==> src/design/assert_macros.svh <==
// Assertion macros used by the top level of the desk height controller.
// No dependencies.
`ifndef ASSERT_MACROS_SVH
`define ASSERT_MACROS_SVH

// Same-cycle implication, disabled in reset.
`define ASSERT_IMPLIES(label, clk, rst, ante, cons) \
   label: assert property (@(posedge clk) disable iff (rst) (ante) |-> (cons)) \
      else $error("assertion failed");

// Next-cycle implication, disabled in reset.
`define ASSERT_NEXT(label, clk, rst, ante, cons) \
   label: assert property (@(posedge clk) disable iff (rst) (ante) |=> (cons)) \
      else $error("assertion failed");

`endif

==> src/design/dhpc_pkg.sv <==
// Types and constants for the desk height preset controller.
// No dependencies.
`default_nettype none

package dhpc_pkg;

   localparam logic [7:0]  POS_FRAME_ID       = 8'h92;
   localparam logic [31:0] SHORT_PRESS_MS     = 32'd300;
   localparam logic [31:0] QUIET_MS           = 32'd500;
   localparam logic [9:0]  ANALOG_PRESS_LEVEL = 10'd50;
   localparam logic [15:0] STORE_LOW          = 16'd150;
   localparam logic [15:0] STORE_HIGH         = 16'd6400;
   localparam logic [15:0] PRESET_RESET       = 16'd3500;
   localparam logic [7:0]  THRESHOLD_RESET    = 8'd120;
   localparam logic [7:0]  CLICKS_MOVE        = 8'd2;
   localparam logic [7:0]  CLICKS_STORE       = 8'd3;

   typedef enum logic [1:0] {
      BTN_NONE = 2'd0,
      BTN_UP   = 2'd1,
      BTN_DOWN = 2'd2
   } btn_type;

   localparam logic [1:0] DIR_STOP = 2'd0;
   localparam logic [1:0] DIR_UP   = 2'd1;
   localparam logic [1:0] DIR_DOWN = 2'd2;

   localparam logic [1:0] WR_NONE = 2'd0;
   localparam logic [1:0] WR_ONE  = 2'd1;
   localparam logic [1:0] WR_TWO  = 2'd2;

   typedef struct packed {
      logic [15:0] position;
      logic [15:0] target;
      logic        seeded;
      logic [15:0] preset_one;
      logic [15:0] preset_two;
      logic        up_held;
      logic        down_held;
      btn_type     pending;
      btn_type     last;
      logic [31:0] press_time;
      logic [31:0] release_time;
      logic [7:0]  click_count;
      logic        auto_flag;
   } state_type;

   typedef struct packed {
      logic [31:0] now_ms;
      logic        frame_valid;
      logic [7:0]  frame_id;
      logic [7:0]  frame_byte1;
      logic [7:0]  frame_byte2;
      logic        up_button_low;
      logic        down_button_low;
      logic [9:0]  up_level;
      logic [9:0]  down_level;
   } req_type;

   typedef struct packed {
      logic [1:0]  drive_direction;
      logic [15:0] position_now;
      logic [15:0] target_now;
      logic        auto_moving;
      logic [1:0]  preset_written;
      logic        preset_rejected;
   } rsp_type;

endpackage

`default_nettype wire

==> src/design/dhpc_pass.sv <==
// One controller pass: next state and result word from state and request word.
// Depends on dhpc_pkg.
`default_nettype none

module dhpc_pass (
   input  dhpc_pkg::state_type state_i,
   input  dhpc_pkg::req_type   req_i,
   input  logic [7:0]          threshold,
   output dhpc_pkg::state_type state_o,
   output dhpc_pkg::rsp_type   rsp_o
);
   import dhpc_pkg::*;

   logic [15:0] frame_pos;
   logic        pos_update;
   logic [15:0] pos1;
   logic [15:0] tgt1;
   logic        quiet;
   state_type   s;
   logic [1:0]  dir;
   logic [1:0]  written;
   logic        rejected;

   assign frame_pos  = {req_i.frame_byte2, req_i.frame_byte1};
   assign pos_update = req_i.frame_valid && (req_i.frame_id == POS_FRAME_ID)
                       && (frame_pos != state_i.position);
   assign pos1 = pos_update ? frame_pos : state_i.position;
   assign tgt1 = (pos_update && !state_i.seeded) ? frame_pos : state_i.target;

   always_comb begin
      dir = DIR_STOP;
      if (pos1 > tgt1) begin
         if ((pos1 - tgt1) > {8'd0, threshold}) begin
            dir = DIR_DOWN;
         end
      end else begin
         if ((tgt1 - pos1) > {8'd0, threshold}) begin
            dir = DIR_UP;
         end
      end
   end

   always_comb begin
      s          = state_i;
      s.position = pos1;
      s.target   = tgt1;
      s.seeded   = state_i.seeded | pos_update;
      written    = WR_NONE;
      rejected   = 1'b0;

      // up first, then down: down wins pending and last
      if (req_i.up_button_low) begin
         s.pending = BTN_UP;
         if (!s.up_held) begin
            s.press_time = req_i.now_ms;
            s.up_held    = 1'b1;
            s.last       = BTN_UP;
         end
      end else if (s.up_held) begin
         s.pending      = BTN_UP;
         s.release_time = req_i.now_ms;
         s.up_held      = 1'b0;
      end
      if (req_i.down_button_low) begin
         s.pending = BTN_DOWN;
         if (!s.down_held) begin
            s.press_time = req_i.now_ms;
            s.down_held  = 1'b1;
            s.last       = BTN_DOWN;
         end
      end else if (s.down_held) begin
         s.pending      = BTN_DOWN;
         s.release_time = req_i.now_ms;
         s.down_held    = 1'b0;
      end

      if (s.auto_flag) begin
         if ((req_i.up_level < ANALOG_PRESS_LEVEL) ||
             (req_i.down_level < ANALOG_PRESS_LEVEL)) begin
            s.target    = pos1;
            s.auto_flag = 1'b0;
         end
      end else begin
         s.target = pos1;
      end

      if ((s.pending != BTN_NONE) &&
          ((s.release_time - s.press_time) < SHORT_PRESS_MS)) begin
         s.click_count = s.click_count + 8'd1;
         s.press_time  = 32'd0;
         s.pending     = BTN_NONE;
      end

      if (quiet) begin
         if (s.click_count == CLICKS_MOVE) begin
            s.auto_flag = 1'b1;
            if (s.last == BTN_UP) begin
               s.target = s.preset_one;
            end else if (s.last == BTN_DOWN) begin
               s.target = s.preset_two;
            end
         end else if (s.click_count == CLICKS_STORE) begin
            if ((s.last == BTN_UP) || (s.last == BTN_DOWN)) begin
               if ((pos1 > STORE_LOW) && (pos1 < STORE_HIGH)) begin
                  if (s.last == BTN_UP) begin
                     s.preset_one = pos1;
                     written      = WR_ONE;
                  end else begin
                     s.preset_two = pos1;
                     written      = WR_TWO;
                  end
               end else begin
                  rejected = 1'b1;
               end
            end
         end
         s.click_count = 8'd0;
         s.last        = BTN_NONE;
      end
   end

   // quiet test uses the release time after button sampling
   always_comb begin
      logic [31:0] rel;
      rel = state_i.release_time;
      if (!req_i.up_button_low && state_i.up_held) begin
         rel = req_i.now_ms;
      end
      if (!req_i.down_button_low && state_i.down_held) begin
         rel = req_i.now_ms;
      end
      quiet = (req_i.now_ms - rel) > QUIET_MS;
   end

   assign state_o = s;

   always_comb begin
      rsp_o.drive_direction = dir;
      rsp_o.position_now    = s.position;
      rsp_o.target_now      = s.target;
      rsp_o.auto_moving     = s.auto_flag;
      rsp_o.preset_written  = written;
      rsp_o.preset_rejected = rejected;
   end

endmodule

`default_nettype wire

==> src/design/desk_height_preset_controller.sv <==
// Desk height preset controller: top level with request register, state and result register.
// Depends on dhpc_pkg, dhpc_pass and assert_macros.svh.
`default_nettype none

// One request word is one controller pass. A word is accepted every clock
// while req_ready is high: the request lands
// in an input register, one pass of compare and select logic updates the
// state, and the result is held in an output register until taken. With the
// output stalled both registers fill and req_ready drops. Writes to the
// threshold register take effect for later passes.
module desk_height_preset_controller (
   input  logic        clock,
   input  logic        reset,
   input  logic        req_valid,
   output logic        req_ready,
   input  logic [31:0] req_now_ms,
   input  logic        req_frame_valid,
   input  logic [7:0]  req_frame_id,
   input  logic [7:0]  req_frame_byte1,
   input  logic [7:0]  req_frame_byte2,
   input  logic        req_up_button_low,
   input  logic        req_down_button_low,
   input  logic [9:0]  req_up_level,
   input  logic [9:0]  req_down_level,
   output logic        rsp_valid,
   input  logic        rsp_ready,
   output logic [1:0]  rsp_drive_direction,
   output logic [15:0] rsp_position_now,
   output logic [15:0] rsp_target_now,
   output logic        rsp_auto_moving,
   output logic [1:0]  rsp_preset_written,
   output logic        rsp_preset_rejected,
   input  logic        csr_write_enable,
   input  logic [7:0]  csr_write_data
);
   import dhpc_pkg::*;

   `include "assert_macros.svh"

   req_type   req_ff;
   req_type   req_in;
   logic      req_full_ff;
   logic      req_full_in;
   rsp_type   rsp_ff;
   rsp_type   rsp_in;
   logic      rsp_valid_ff;
   logic      rsp_valid_in;
   state_type state_ff;
   state_type state_in;
   state_type state_next;
   logic [7:0] threshold_ff;
   logic [7:0] threshold_in;
   logic      advance;
   logic      accept;

   assign advance   = req_full_ff && (!rsp_valid_ff || rsp_ready);
   assign req_ready = !req_full_ff || advance;
   assign accept    = req_valid && req_ready;

   dhpc_pass u_pass (
      .state_i   (state_ff),
      .req_i     (req_ff),
      .threshold (threshold_ff),
      .state_o   (state_next),
      .rsp_o     (rsp_in)
   );

   always_comb begin
      req_in.now_ms          = req_now_ms;
      req_in.frame_valid     = req_frame_valid;
      req_in.frame_id        = req_frame_id;
      req_in.frame_byte1     = req_frame_byte1;
      req_in.frame_byte2     = req_frame_byte2;
      req_in.up_button_low   = req_up_button_low;
      req_in.down_button_low = req_down_button_low;
      req_in.up_level        = req_up_level;
      req_in.down_level      = req_down_level;
   end

   assign req_full_in  = accept || (req_full_ff && !advance);
   assign rsp_valid_in = advance || (rsp_valid_ff && !rsp_ready);
   assign state_in     = advance ? state_next : state_ff;
   assign threshold_in = csr_write_enable ? csr_write_data : threshold_ff;

   always_ff @(posedge clock) begin
      if (reset) begin
         req_full_ff           <= 1'b0;
         rsp_valid_ff          <= 1'b0;
         threshold_ff          <= THRESHOLD_RESET;
         state_ff.position     <= 16'd0;
         state_ff.target       <= 16'd0;
         state_ff.seeded       <= 1'b0;
         state_ff.preset_one   <= PRESET_RESET;
         state_ff.preset_two   <= PRESET_RESET;
         state_ff.up_held      <= 1'b0;
         state_ff.down_held    <= 1'b0;
         state_ff.pending      <= BTN_NONE;
         state_ff.last         <= BTN_NONE;
         state_ff.press_time   <= 32'd0;
         state_ff.release_time <= 32'd0;
         state_ff.click_count  <= 8'd0;
         state_ff.auto_flag    <= 1'b0;
      end else begin
         req_full_ff  <= req_full_in;
         rsp_valid_ff <= rsp_valid_in;
         threshold_ff <= threshold_in;
         state_ff     <= state_in;
      end
   end

   always_ff @(posedge clock) begin
      if (accept) begin
         req_ff <= req_in;
      end
      if (advance) begin
         rsp_ff <= rsp_in;
      end
   end

   assign rsp_valid           = rsp_valid_ff;
   assign rsp_drive_direction = rsp_ff.drive_direction;
   assign rsp_position_now    = rsp_ff.position_now;
   assign rsp_target_now      = rsp_ff.target_now;
   assign rsp_auto_moving     = rsp_ff.auto_moving;
   assign rsp_preset_written  = rsp_ff.preset_written;
   assign rsp_preset_rejected = rsp_ff.preset_rejected;

   `ASSERT_IMPLIES(a_stall_full, clock, reset, !req_ready, req_full_ff && rsp_valid_ff)
   `ASSERT_NEXT(a_state_hold, clock, reset, !advance, $stable(state_ff))
   `ASSERT_IMPLIES(a_store_excl, clock, reset, rsp_valid && (rsp_preset_written != WR_NONE),
      !rsp_preset_rejected)

endmodule

`default_nettype wire
==> config.mk <==
export PLATFORM = sky130hd
export DESIGN_NAME = desk_height_preset_controller
export DESIGN_NICKNAME = d
export VERILOG_FILES = /design/src/design/dhpc_pkg.sv /design/src/design/dhpc_pass.sv /design/src/design/desk_height_preset_controller.sv
export VERILOG_INCLUDE_DIRS = /design/src /design/src/design
export SDC_FILE = /design/constraint.sdc
export NUM_CORES = 1
export LEC_CHECK = 0
export ABC_AREA = 1
export BUFFER_PORTS_ARGS = -buffer_cell sky130_fd_sc_hd__buf_2
export CAP_MARGIN = 20
export CORE_MARGIN = 1
export CORE_UTILIZATION = 49
export DETAILED_ROUTE_END_ITERATION = 12
export PLACE_DENSITY = 0.67
export SKIP_CTS_REPAIR_TIMING = 1
export SLEW_MARGIN = 30
export SYNTH_ARGS = -nofsm -noshare
export SYNTH_HDL_FRONTEND = slang
export SYNTH_SLANG_ARGS = --single-unit
==> constraint.sdc <==
create_clock -name clock -period 8.48 [get_ports clock]
set_input_delay 1.272 -clock clock [delete_from_list [all_inputs] [get_ports clock]]
set_output_delay 1.272 -clock clock [all_outputs]
set_load 0.05 [all_outputs]
# [Word-level counts from Yosys, hierarchy flattened]
# Cells that the tools add are included.
[totals] wordCells=123 out_inout_bits=40 ram_bits=0 mem_bits_ro=0 reg_bits=271 mem_count=0 latchBits=0 inputBits=92
[classes] add_sub_neg=5 eq_ne=6 shifts=0 mul=0 n_reduce_logical=29 bitwise=7 n_mux=36 n_lt_le_gt_ge=9 div=0
[ops] operator="$mux W32" count=7
[ops] operator="$mux W34" count=4
[ops] operator="$mux W16" count=8
[ops] operator="$sub A32 B32 Y32" count=2
[ops] operator="$gt A16 B8 Y1" count=2
[ops] operator="$gt A32 B9 Y1 const B" count=1
[ops] operator="$lt A32 B9 Y1 const B" count=1
[ops] operator="$sub A16 B16 Y16" count=2
[ops] operator="$lt A10 B6 Y1 const B" count=2
[ops] operator="$eq A8 B2 Y1 const B" count=2
[ops] operator="$gt A16 B16 Y1" count=1
[ops] operator="$gt A16 B8 Y1 const B" count=1
[ops] operator="$lt A16 B13 Y1 const B" count=1
[ops] operator="$mux W2" count=8
[ops] operator="$ne A16 B16 Y1" count=1
[ops] operator="$reduce_and A7 Y1" count=2
[ops] operator="$logic_and A1 B1 Y1" count=11
[ops] operator="$mux W9" count=1
[ops] operator="$add A8 B1 Y8 const B" count=1
[ops] operator="$eq A8 B8 Y1 const B" count=1
[ops] operator="$mux W8" count=1
[ops] operator="$logic_not A1 Y1" count=7
[ops] operator="$logic_or A1 B1 Y1" count=6
[ops] operator="$mux W1" count=6
[ops] operator="8 further kinds" count=13

# [Logic depth before layout (Yosys ltp)]
# Gate-level depths: netlist (run 1).
[logic_depth] word_depth=11 depth_mapped=36

# [Hierarchy]
# Synthesis (run 1) repeated with hierarchy kept, for this count alone.
[unflattened] cells_unflattened=2977 hier_area_um2=20662.3
[by_module_without_submodules] mod="desk_height_preset_controller" n_inst=1 area_each_um2=10739.0 cells_each=1079 seq_area_each_um2=6596.3
[by_module_without_submodules] mod="dhpc_pass" n_inst=1 area_each_um2=9923.3 cells_each=1898 seq_area_each_um2=0.0

# [Worst setup path before layout (run 1)]
# OpenSTA, ideal clock, no wires.
[synth_timing] path_type="flip-flop to flip-flop" startpoint="register req_ff[30] (netlist bit)" endpoint="register rsp_ff, in the netlist rsp_drive_direction[1], data pin" t_arrival_ps=4213 synth_period_minus_slack_ps=4479 path_stages_with_launch=23 t_required_ps=8214 path_slack_ps=4001 path_buffers=2 setup_ps=266 path_cell_list="edfxtp_1 -> xor2_1 -> nor4_1 -> nand4_1 -> nand2_1 -> nor2_1 -> inv_1 -> clkbuf_1 -> o21ai_0 -> ha_1 -> clkbuf_1 -> nand2_1 -> o21a_1 -> o221ai_1 -> xor2_1 -> ha_1 -> nand2_1 -> o41ai_1 -> nand3_1 -> a31oi_1 -> nand3_1 -> a2111oi_0 -> nor2_1"
[synth_via] elab_chain_len=8
[synth_lines] element="start: declaration" line_no="desk_height_preset_controller.sv:40" source="req_type req_ff;"
[synth_lines] element="start signal: assignment" line_no="desk_height_preset_controller.sv:113" source="req_ff <= req_in;"
[synth_lines] element="$ne A16 B16 Y1" line_no="dhpc_pass.sv:26" source="&& (frame_pos != state_i.position);"
[synth_lines] element="$logic_and A1 B1 Y1" line_no="dhpc_pass.sv:26"
[synth_lines] element="$logic_and A1 B1 Y1" line_no="dhpc_pass.sv:28" source="assign tgt1 = (pos_update && !state_i.seeded) ? frame_pos : state_i.target;"
[synth_lines] element="$mux W16" line_no="dhpc_pass.sv:28"
[synth_lines] element="$sub A16 B16 Y16" line_no="dhpc_pass.sv:33" source="if ((pos1 - tgt1) > {8'd0, threshold}) begin"
[synth_lines] element="$gt A16 B8 Y1" line_no="dhpc_pass.sv:33"
[synth_lines] element="$mux W2" line_no="dhpc_pass.sv:33"
[synth_lines] element="$mux W2 (*)" line_no="dhpc_pass.sv:32" source="if (pos1 > tgt1) begin"
[synth_lines] element="end signal: assignment" line_no="desk_height_preset_controller.sv:116" source="rsp_ff <= rsp_in;"
[synth_lines] element="end: declaration" line_no="desk_height_preset_controller.sv:44" source="rsp_type rsp_ff;"
# Every way passes the cells marked *; elsewhere a longest branch is shown, timed or not.
# A chain may end at the register's enable or synchronous reset.

==> out/results.ini, run 1 <==
[critical_path]
crit_fanout = 63
cp-end-kind = flip-flop
cp-start-kind = flip-flop
arrival_ns = 6.95
reg2reg_from = req_ff[20]$_DFFE_PP_
timing.rr.end = rsp_target_now[12]$_DFFE_PP_
path_delay_family = simple AND/OR/NAND/NOR gates
crit_type = flip-flop to flip-flop
cp_slowest_stage_delay_ns = 0.74
slowest_stage = o21ai_0
r2r_slack_ns = 1.86
critical_path_required_ns = 8.82
reg2reg_depth = 26
crit_top_cell = nand2_1
critical_path_buf_inv_count = 3

[global_route]
grt_pass1_vias = 16029
grt_util_all_layers = 0.272
antenna_found_initial = 0
grt_max_degree = 97
grt_pass1_wl_um = 84100
grt.overflow.total = 0

[die]
pin_count = 132
dieHeight_um = 197
dieArea_mm2 = 0.0388
core_mm2 = 0.0376
start_util = 0.496
die_w_um = 197
row_count = 71

[hold_path]
whs_path_depth = 2
min_from = state_ff[46]$_SDFFE_PP0P_
hold-path-endpoint = state_ff[46]$_SDFFE_PP0P_
hp-class = flip-flop to flip-flop

[final_layout]
layout_common_cells = 703 x nand2_1, 403 x inv_1, 271 x nor2_1
fillers = 3676
final_common_cell = nand2_1
final_nets = 3009
fin_cells = 3340
drive_above_1_share = 0.0898
antenna_cells = 0
area_growth_pct = 11.3

[placed_design]
dp_cells = 3282
dpl.hpwl_um = 41400
dp_slack_ns = 2.04
gp_congestion = 0.959
port_buffers = 129

[clock_tree]
clk_path_buf_depth = 3
clk_pin_slew_ns = 0.06
cts.sinks = 269
cts_tree = built
cts_max_level = 1
cts-buffers-inserted = 31
insertion_delay_ns = 0.61
root_buffer = clkbuf_16

[pwr]
power.switching_uw = 1480
p_clk_frac = 0.343
vdd_drop_max_mv = 0.183
p_int_uw = 2710
p_seq_frac = 0.346
switching_share = 0.353
pwr-share-comb = 0.311
power.leakage_uw = 0.0102
power.density_mw_per_mm2 = 202

[logic_synthesis]
yosysTopAreaCellShare = 0.185
muxShareOfSynthArea = 0
async_flop_share = 0
syn_inst = 2720
synth_edf_count = 115
synth_cell_types = 58
yosysTopAreaCell = edfxtp_1
synth_top_family_by_area = simple AND/OR/NAND/NOR gates
synthesis.area_mm2 = 0.0186
avgSynthCellArea_um2 = 6.86
synth_compound_area_frac = 0.145
yosys_warnings = 0
synth-xor-area-share = 0.0262
ys_seq_area_frac = 0.351
synthAdderAreaFrac = 0.0770
synth_simple_gate_area_share = 0.298
ys_seq_elements = 269
synth_nets = 2925
ys_top_cells_by_area = edfxtp_1 19%, dfxtp_1 17%, nand2_1 14%, inv_1 8.1%, ha_1 7.4%
dominantRegCellSynth = dfxtp_1

[route]
vias = 18065
initialDrtViolationCount = 1398
ant_nets = 0
drc = 0
firstDrtPassIters = 6
wl_per_cell_um = 16.0
routed_wl_um = 53500
viasPerCell = 5.41

[timing]
tightestPinTransition_ns = 1.08
fmax_ghz = 0.151
relSlewSlack = 0.275
timing.final.ws_setup_ns = 1.86
skew_ns = 0.0340
finalSetupTns_ns = 0
slew_viol_final = 0
period_share = 0.780
rsz0062_at_grt = no
hold_viol_final = 0
timing.final.crit_period_ns = 6.62
setup-violations-final = 0

[run]
drv_cap = 0

[outcome]
outcome = complete, no violations

-- power groups by stage --
stage,combinational [uW],clock [uW],sequential (uW)
2_1_floorplan,936,0,1490
3_3_place_gp,1270,0,1470
3_5_place_dp,1280,0,1470
4_1_cts,1280,1460,1450
5_1_grt,1470,1510,1450
6_report,1300,1430,1450
-- cells in the mapped netlist (all sizes together), types with 2 or more instances --
cell type	number
o22ai	8
a21o	6
o311ai	4
nand3	182
or2	3
a31oi	22
a21boi	6
o21bai	8
a2111oi	2
ha	110
o21a	6
a21oi	191
inv	411
o221ai	6
nand2	736
nor4	15
dfxtp	154
edfxtp	115
o2111ai	5
buf	13
fa	3
a211oi	2
nor3	26
nand4	46
xnor2	14
and3	2
o211ai	37
o21ai	175
xor2	40
clkbuf	76
nand3b	4
nor2	282
-- stage by stage --
step | power [uW] | cell area (um2) | hold slack (ns) | util
5_1_grt | 4430 | 20800 | 0.469 | 0.553
3_5_place_dp | 2750 | 19600 | 0.452 | 0.523
4_1_cts | 4190 | 20800 | 0.462 | 0.552
6_report | 4180 | 20800 | 0.462 | 0.553
3_3_place_gp | 2740 | 19600 | 0.446 | 0.523
2_1_floorplan | 2430 | 18600 | 0.436 | -
-- metal layers --
layer,global-route usage,vias up,wire length [um]
met1,0.422,8277,26700
met3,0.0352,69,4020
met4,0.0617,0,958
li1,-,9088,-
met5,0,-,0
met2,0.397,631,21800
-- how the worst max path moves through the flow --
stage | start | to | slack [ns] | depth (start not counted)
2_1_floorplan | req_ff[30]$_DFFE_PP_ | rsp_drive_direction[1]$_SDFFCE_PP0P_ | 4.00 | 22
3_3_place_gp | req_ff[20]$_DFFE_PP_ | rsp_target_now[10]$_DFFE_PP_ | 2.12 | 26
3_5_place_dp | req_ff[20]$_DFFE_PP_ | rsp_target_now[10]$_DFFE_PP_ | 2.04 | 26
4_1_cts | req_ff[20]$_DFFE_PP_ | rsp_target_now[10]$_DFFE_PP_ | 2.01 | 26
5_1_grt | req_ff[20]$_DFFE_PP_ | state_ff[123]$_SDFFE_PP0P_ | 1.32 | 28
6_report | req_ff[20]$_DFFE_PP_ | rsp_target_now[12]$_DFFE_PP_ | 1.86 | 26
-- cell type report --
cell class	count	area, um2	area share
Timing Repair Buffer	140	736	0.0354
Tap cell	511	639	0.0308
Multi-Input combinational cell	1950	10200	0.491
Inverter	412	1550	0.0747
Clock buffer	45	921	0.0444
Sequential cell	269	6540	0.315
Clock inverter	13	189	0.00910
-- cells by family after synthesis --
kind of cell / Yosys count
AND/OR/NAND/NOR: 1300
AO/OA/AOI/OAI: 483
XOR/XNOR: 54
flip-flops: 269
adder cells (fa/ha/maj): 113
buffers and inverters: 501
-- tightest hold or removal path: stages (launching register included) --
cell,delay [ns]
dfxtp_1,0.30
nand2_1,0.06
a21oi_1,0.05
-- registers in the layout, summed over array words and instances (netlist names) --
name / count
state_ff: 144
rsp_drive_direction: 2
threshold_ff: 8
rsp_auto_moving: 1
rsp_preset_rejected: 1
req_ff: 77
rsp_position_now: 16
rsp_preset_written: 2
rsp_target_now: 16
req_full_ff: 1
rsp_valid: 1
Note: power is estimated with default switching activity, not from simulation.
==> run 2, diff against run 1 <==
Settings changed: PLACE_DENSITY 0.67 to 0.69.
Clock period 8.48 ns to 5.91 ns, I/O delays scaled along.
==> run 2 against run 1 <==
Against the previous run: critical endpoint is now rsp_drive_direction[1]$_SDFFCE_PP0P_; cell area hardly changed; worst hold slack got worse by 0.0024 ns; highest routed layer is now met5; first-iteration DRC count increased by 16%; critical path depth fell by 2; routed wire length up 1.5%.
==> out/results.ini, run 2 (synthesis results as in run 1) <==
[placed_design]
gp_congestion = 0.971  ; +1.3%
port_buffers = 129  ; unchanged
dp_cells = 3302  ; +0.61%
dpl.hpwl_um = 42200  ; +1.9%

[die]
start_util = 0.496  ; unchanged
dieArea_mm2 = 0.0388  ; unchanged
row_count = 71  ; unchanged
pin_count = 132  ; unchanged
dieHeight_um = 197  ; unchanged
die_w_um = 197  ; unchanged
core_mm2 = 0.0376  ; unchanged

[critical_path]
cp-start-kind = flip-flop
arrival_ns = 5.75  ; -1.20 ns
worst_setup_path_endpoint = rsp_drive_direction[1]$_SDFFCE_PP0P_
crit_fanout = 15  ; -76%
timing.critical_path.from = req_ff[31]$_DFFE_PP_
r2r_slack_ns = 0.50  ; -1.36 ns
reg2reg_from = req_ff[31]$_DFFE_PP_
crit_type = flip-flop to flip-flop
critical_path_required_ns = 6.25  ; -2.57 ns
cp-end-kind = flip-flop
timing.rr.end = rsp_drive_direction[1]$_SDFFCE_PP0P_
reg2reg_depth = 24  ; -7.7%

[global_route]
grt.overflow.total = 0  ; unchanged
grt_pass1_wl_um = 86500  ; +2.8%
grt_max_degree = 91  ; -6.2%
grt_util_all_layers = 0.279  ; +0.00630
grt_pass1_vias = 16734  ; +4.4%
antenna_found_initial = 2  ; +2

[timing]
timing.final.crit_period_ns = 5.41  ; -1.21 ns
setup-violations-final = 0  ; unchanged
finalSetupTns_ns = 0  ; unchanged
relSlewSlack = 0.394  ; +0.119
hold_viol_final = 0  ; unchanged
skew_ns = 0.0168  ; -0.0171 ns
period_share = 0.915  ; +0.135
rsz0062_at_grt = no
fmax_ghz = 0.185  ; +22%
slew_viol_final = 0  ; unchanged
tightestPinTransition_ns = 0.886  ; -0.190 ns

[pwr]
p_clk_frac = 0.310  ; -0.033
vdd_drop_max_mv = 0.256  ; +40%
power.switching_uw = 2120  ; +44%
p_int_uw = 3630  ; +34%
pwr-share-comb = 0.329  ; +0.018
power.leakage_uw = 0.0102  ; about the same
p_seq_frac = 0.361  ; +0.015
switching_share = 0.369  ; +0.0164
power.total_uw = 5750  ; +38%
power.density_mw_per_mm2 = 277  ; +38%

[final_layout]
top_regs = state_ff (144), req_ff (77)
final_common_cell = nand2_1
regMostFlops = state_ff
largest_reg_flops = 144  ; unchanged
fin_cells = 3358  ; +0.54%
antenna_cells = 0  ; unchanged
final_nets = 3028  ; +0.63%
fillers = 3717  ; +1.1%
layout_common_cells = 703 x nand2_1, 403 x inv_1, 271 x nor2_1
drive_above_1_share = 0.0934  ; +0.00365
area_growth_pct = 11.3  ; about the same

[clock_tree]
cts_tree = built
cts-buffers-inserted = 30  ; -3.2%
clk_pin_slew_ns = 0.06  ; about the same
clk_path_buf_depth = 3  ; unchanged
insertion_delay_ns = 0.60  ; about the same
cts_max_level = 1  ; unchanged
root_buffer = clkbuf_16
cts.sinks = 269  ; unchanged

[route]
initialDrtViolationCount = 1622  ; +16%
wl_per_cell_um = 16.2  ; +0.96%
drc = 0  ; unchanged
routed_wl_um = 54300  ; +1.5%
ant_nets = 0  ; unchanged
vias = 18120  ; +0.30%
viasPerCell = 5.40  ; -0.23%
firstDrtPassIters = 6  ; unchanged

[run]
drv_cap = 0  ; unchanged

[hold_path]
hp-class = flip-flop to flip-flop

[outcome]
outcome = complete, no violations

==> run 2: cell count changes in the layout (fill, tap and decap cells not counted), sizes merged <==
cell / delta
buf: +20
clkinvlp: +1
clkinv: +7
bufinv: -3
clkbuf: -7
==> run 2: critical path, cell delays in order (launching register included) <==
cell	delay, ns
edfxtp_1	0.40
inv_1	0.30
o22ai_1	0.13
nor4_1	0.31
nand4_1	0.25
nand2_1	0.18
nor2_1	0.05
inv_1	0.38
nand2_1	0.09
o21ai_0	0.24
inv_1	0.17
ha_1	0.22
a21oi_1	0.19
o21a_1	0.21
o221ai_1	0.16
xor2_1	0.19
ha_1	0.31
nand2_1	0.09
o41ai_1	0.39
buf_4	0.18
nand3_1	0.07
a31oi_1	0.14
nand3_1	0.08
a2111oi_0	0.35
nor2_1	0.07
==> run 2: per-stage QoR <==
stage          hold slack [ns]  instance area [um2]  worst slack [ns]   util
6_report                 0.459                20700             0.501  0.552
5_1_grt                  0.442                20700            0.0362  0.552
4_1_cts                  0.436                20700             0.628  0.552
3_5_place_dp             0.452                19800             0.676  0.527
3_3_place_gp             0.447                19800             0.658  0.527
2_1_floorplan            0.436                18600              1.43      -
==> run 2: routing by layer <==
metal,vias to the layer above,share of wire,track usage
li1,9102,-,-
met1,8361,0.49,0.418
met2,592,0.41,0.414
met3,63,0.080,0.0499
met4,2,0.018,0.0600
met5,-,0.00022,0
==> run 2: worst min-delay path by stage <==
stage / start / end / slack [ns] / cells past startpoint
after floorplan: state_ff[92]$_SDFFE_PP0P_ / state_ff[92]$_SDFFE_PP0P_ / 0.44 / 2
after global placement: state_ff[93]$_SDFFE_PP0P_ / state_ff[93]$_SDFFE_PP0P_ / 0.45 / 2
after detailed placement: state_ff[53]$_SDFFE_PP0P_ / state_ff[53]$_SDFFE_PP0P_ / 0.45 / 2
after CTS: req_up_level[7] / req_ff[17]$_DFFE_PP_ / 0.44 / 1
after global routing: req_down_level[1] / req_ff[1]$_DFFE_PP_ / 0.44 / 1
final: state_ff[110]$_SDFFE_PP0P_ / state_ff[110]$_SDFFE_PP0P_ / 0.46 / 2
==> run 2: cell type report <==
cell class | instances | area (um2) | area share
repair buffers | 160 | 891 | 0.0429
clock buffers | 38 | 781 | 0.0376
multi-input cells | 1950 | 10200 | 0.491
inverters | 412 | 1560 | 0.0750
clock inverters | 18 | 153 | 0.00736
flip-flops and latches | 269 | 6540 | 0.315
well taps | 511 | 639 | 0.0308
==> run 2: power groups by stage <==
| stage | clock (uW) | combinational, uW | sequential (uW) |
|---|---|---|---|
| after floorplan | 0 | 1340 | 2140 |
| after global placement | 0 | 1840 | 2110 |
| after detailed placement | 0 | 1860 | 2110 |
| after CTS | 1820 | 1870 | 2070 |
| after global routing | 1890 | 2130 | 2080 |
| final | 1780 | 1890 | 2080 |
